<file path="src/rtl/core/ssdp_pkg.sv">
`timescale 1ns / 1ps
package ssdp_pkg;

  localparam int MAX_ROWS   = 1024;
  localparam int MAX_COLS   = 1024;
  localparam int FEAT_DIM   = 4096;
  localparam int U_CAPACITY = 16384;
  localparam int V_CAPACITY = 16384;

  localparam int OP_W   = 3;
  localparam int IDX_W  = 14;
  localparam int PTR_W  = 15;
  localparam int FEAT_W = 12;
  localparam int VAL_W  = 32;
  localparam int MASK_W = 10;
  localparam int ACC_W  = 64;
  localparam int PTR_AW = 11;
  localparam int ENT_AW = 14;

  typedef enum logic [OP_W-1:0] {
    OP_U_PTR = 3'd0,
    OP_U_ENT = 3'd1,
    OP_V_PTR = 3'd2,
    OP_V_ENT = 3'd3,
    OP_QUERY = 3'd4
  } ssdp_op_t;

  typedef enum logic [2:0] {
    S_IDLE,
    S_PTR_LO,
    S_PTR_HI,
    S_PTR_END,
    S_FETCH,
    S_EVAL,
    S_DRAIN,
    S_DONE
  } ssdp_state_t;

  // Write request into one matrix store.
  typedef struct packed {
    logic                     ptr_en;
    logic                     ent_en;
    logic [IDX_W-1:0]         addr;
    logic [PTR_W-1:0]         ptr;
    logic [FEAT_W-1:0]        feat;
    logic signed [VAL_W-1:0]  val;
  } ssdp_wr_t;

  // Entry read data.
  typedef struct packed {
    logic [FEAT_W-1:0]        feat;
    logic signed [VAL_W-1:0]  val;
  } ssdp_ent_t;

  typedef struct packed {
    logic clear;
    logic mul_en;
  } ssdp_mac_ctl_t;

endpackage

</file>
<file path="src/rtl/core/ssdp_mac.sv">
`timescale 1ns / 1ps
// Registered 32x32 multiply, then saturating 64-bit accumulate.
module ssdp_mac (
  input  logic                          clk,
  input  logic                          rst,
  input  ssdp_pkg::ssdp_mac_ctl_t       ctl,
  input  logic signed [ssdp_pkg::VAL_W-1:0] a,
  input  logic signed [ssdp_pkg::VAL_W-1:0] b,
  output logic signed [ssdp_pkg::ACC_W-1:0] acc,
  output logic                          clamped
);
  import ssdp_pkg::*;

  logic signed [ACC_W-1:0] prod;
  logic                    prod_valid;
  logic signed [ACC_W-1:0] sum;
  logic                    ovf;

  assign sum = acc + prod;
  assign ovf = (acc[ACC_W-1] == prod[ACC_W-1]) && (sum[ACC_W-1] != acc[ACC_W-1]);

  always_ff @(posedge clk) begin
    if (ctl.mul_en) begin
      prod <= a * b;
    end
  end

  always_ff @(posedge clk) begin
    if (rst || ctl.clear) begin
      prod_valid <= 1'b0;
      acc        <= '0;
      clamped    <= 1'b0;
    end else begin
      prod_valid <= ctl.mul_en;
      if (prod_valid) begin
        if (ovf) begin
          acc     <= acc[ACC_W-1] ? {1'b1, {(ACC_W-1){1'b0}}} : {1'b0, {(ACC_W-1){1'b1}}};
          clamped <= 1'b1;
        end else begin
          acc <= sum;
        end
      end
    end
  end
endmodule

</file>
<file path="config.mk">
export PLATFORM = sky130hd
export DESIGN_NAME = ssdp_mac
export DESIGN_NICKNAME = d
export VERILOG_FILES = /design/src/rtl/core/ssdp_pkg.sv /design/src/rtl/core/ssdp_mac.sv
export SDC_FILE = /design/constraint.sdc
export NUM_CORES = 2
export LEC_CHECK = 0
export ABC_AREA = 0
export BUFFER_PORTS_ARGS = -buffer_cell sky130_fd_sc_hd__buf_4
export CAP_MARGIN = 5
export CORE_UTILIZATION = 35
export CTS_BUF_LIST = sky130_fd_sc_hd__clkbuf_2
export CTS_CLUSTER_DIAMETER = 80
export CTS_CLUSTER_SIZE = 10
export DETAILED_ROUTE_END_ITERATION = 8
export GPL_TIMING_DRIVEN = 0
export PLACE_DENSITY = 0.5
export SETUP_SLACK_MARGIN = 0.4
export SLEW_MARGIN = 20
export SYNTH_ARGS = -nofsm -noshare
export SYNTH_HDL_FRONTEND = slang
export SYNTH_SLANG_ARGS = --single-unit
</file>
<file path="constraint.sdc">
create_clock -name clk -period 16.52 [get_ports clk]
set_input_delay 2.478 -clock clk [delete_from_list [all_inputs] [get_ports clk]]
set_output_delay 2.478 -clock clk [all_outputs]
set_load 0.01 [all_outputs]
</file>
==> summary.md <==
| Metric | Value |
|---|---|
| Outcome | `complete, no violations` |
| Clock Tree Buf Depth | `2` |
| Total gr overflow | `0` |
| Final worst path period need | `11690 ps` |
| Clock slew at reported path FFs | `240 ps` |
| Async set or reset register ratio after synthesis | `0%` |
| Worst setup EP type | `flip-flop` |
| Period utilisation layout | `70.8%` |
| Top area cells in the synthesized netlist | `fa_1, inv_1, and2_1` |
| Ys flop type | `dfxtp_1` |
| Initial antenna violation count | `19` |
| Crit-path max cell delay | `960 ps` |
| Post-Synthesis Cells | `4762` |
| Post-CTS resize count | `0` |
| Initial DRC Count | `2354` |
| Slowest CP cell | `fa_1` |
| Largest net degree at the start of global routing | `66` |
| CTS tree | `built` |
| Delay-heaviest family, CP | `adder cells` |
| Hold Slack | `509 ps` |
| Filler Cells Inserted | `12800` |
| Max Fanout on Critical Path | `10` |
| GP Congestion | `0.978` |
| I/O pins | `133` |
| Syn Area/Cell | `9.28 um2` |
| Rows | `129` |
| Synthesized cell area | `44200 um2` |
| First-pass DRT Iterations | `7` |
| Fin Setup TNS | `0 ps` |
| Root buffer cell | `clkbuf_2` |
| Final hold violations | `0` |
| DR vias/cell | `5.12` |
| RSZ-0062 raised after global routing | `no` |
| Xor and xnor area share after synthesis | `2.52%` |
| Final HPWL DP | `140000 um` |
| Register area share after synthesis | `7.34%` |
| Count leader, synth | `fa_1` |
| CP startpoint kind | `input pin` |
| Chip height | `357 um` |
| Die area | `128000 um2` |
| Tot GR Track Use | `26.5%` |
| Cell repeated most along the worst path | `fa_1` |
| Synth Warn # | `0` |
| Num CTS Buffers | `17` |
| DR vias | `33600` |
| Compound-Gate Fraction of Synth Area | `7.66%` |
| Routed wire per std cell | `25.4 um` |
| Die Width | `357 um` |
| Synthesized Nets | `6160` |
| Core Area | `124000 um2` |
| Top cells by count, synth | `fa_1, inv_1, nand2_1` |
| Area Overhead vs Synth | `7.53%` |
| Hold Path Class | `reg -> reg` |
| #FFs+latches synth | `130` |
| Post-synthesis mux area share | `0.0481%` |
| Area share of fa/ha/maj cells after synthesis | `56.1%` |
| Starting Density | `35.5%` |
| Post-synth EDFFs | `64` |
| Buffer count from post-CTS setup fixing | `0` |
| CP Buf/Inv Count | `9` |
| WP data arrival | `12220 ps` |
| DRC | `0` |
| Vias in the first global route | `35700` |
| Most area-hungry cell type in the Yosys netlist | `fa_1` |
| Post-route ant nets | `0` |
| Hold_buf cts | `0` |
| Endpoints failing setup | `0` |
| Largest family of logic cells by synthesized area | `adder cells` |
| Data required, critical path | `17050 ps` |
| Layout cell share with drive strength beyond 1 | `4.99%` |
| Synth cell types | `88` |
| Nets | `6312` |
| Clock Latency Late Sink | `830 ps` |
| H-tree Lvls | `4` |
| Final slew viol count | `0` |
| IO Port Bufs | `132` |
| Crit Path Class | `in -> reg` |
| Total of max-cap violations | `0` |
| Slew of the pin with the lowest slew margin | `1280 ps` |
| First-pass GRT wire length | `242000 um` |
| Synth Area in Simple Gates | `15.6%` |
| Rel. slew slack | `14.4%` |
| Share of the synthesized area in the top cell type | `49.1%` |
| DRT Wirelength | `167000 um` |
| Clock Skew | `72.6 ps` |
| Clock sinks | `130` |
| Maximum clock rate | `0.0855 GHz` |
## tightest hold or removal path, delay by kind of cell (launching register included)
family           cells  cell delay, ps
DFF                  1             370
and+or+nand+nor      2             130
## per-stage QoR
| step | utilization [%] | instances | cell area, um2 | setup slack, ps |
|---|---|---|---|---|
| 6_report | 38.2 | 6571 | 47500 | 4830 |
| 5_1_grt | 38.2 | 6566 | 47500 | 4470 |
| 4_1_cts | 38.2 | 6564 | 47500 | 5000 |
| 3_5_place_dp | 38.0 | 6532 | 47300 | 4130 |
| 3_3_place_gp | 37.9 | 6531 | 47200 | 3970 |
| 2_1_floorplan | - | 4762 | 44200 | 6590 |
## cell type report
cell class                 count  area, um2  share of cell area (%)
multi-input combinational   3388      36200                    76.1
inverter                     989       3710                    7.81
sequential                   130       3240                    6.83
tap                         1637       2050                    4.31
buffer                       255       1080                    2.27
timing repair buffer         133       1010                    2.13
clock inverter                15        154                   0.324
clock buffer                  17       85.1                   0.179
antenna                        7       17.5                  0.0369
## logic make-up after synthesis
family / after synthesis
buffers and inverters: 1244
adder cells (fa/ha/maj): 1330
XOR/XNOR: 127
AO/OA/AOI/OAI: 541
flip-flops: 130
multiplexers: 2
AND/OR/NAND/NOR: 1388
## sequential cells by signal, indices dropped and copies added (netlist names)
name        flops
clamped         1
prod_valid      1
acc            64
prod           64
## routing by layer
metal / vias up / routed length, um / track usage (%)
met5: - / 56 / 0
met4: 8 / 9990 / 13.1
met3: 312 / 12000 / 4.02
met2: 1253 / 76200 / 42.3
met1: 17500 / 68700 / 35.1
li1: 14600 / - / -
## cell usage in the layout, fill, tap and decap left out, drive strengths merged, types with 71 or more instances in the layout
cell type	count
xnor2	88
nor2	117
ha	247
a21oi	201
inv	994
a21o	71
buf	155
o21ai	136
clkbuf	247
fa	1083
nand2	618
and2	524
## worst paths after layout
path | slack, ps | depth (start not counted) | from | end
setup / recovery | 4830 | 27 | b[5] | prod[63]$_DFFE_PP_
hold / removal | 510 | 2 | clamped$_SDFFE_PP0P_ | clamped$_SDFFE_PP0P_
setup reg to reg | 12400 | 14 | acc[0]$_SDFFE_PP0P_ | acc[60]$_SDFFE_PP0P_
hold reg to reg | 510 | 2 | clamped$_SDFFE_PP0P_ | clamped$_SDFFE_PP0P_
Power is not shown: default switching activity piles up to over one toggle a cycle in this logic, so the estimate is an artifact.
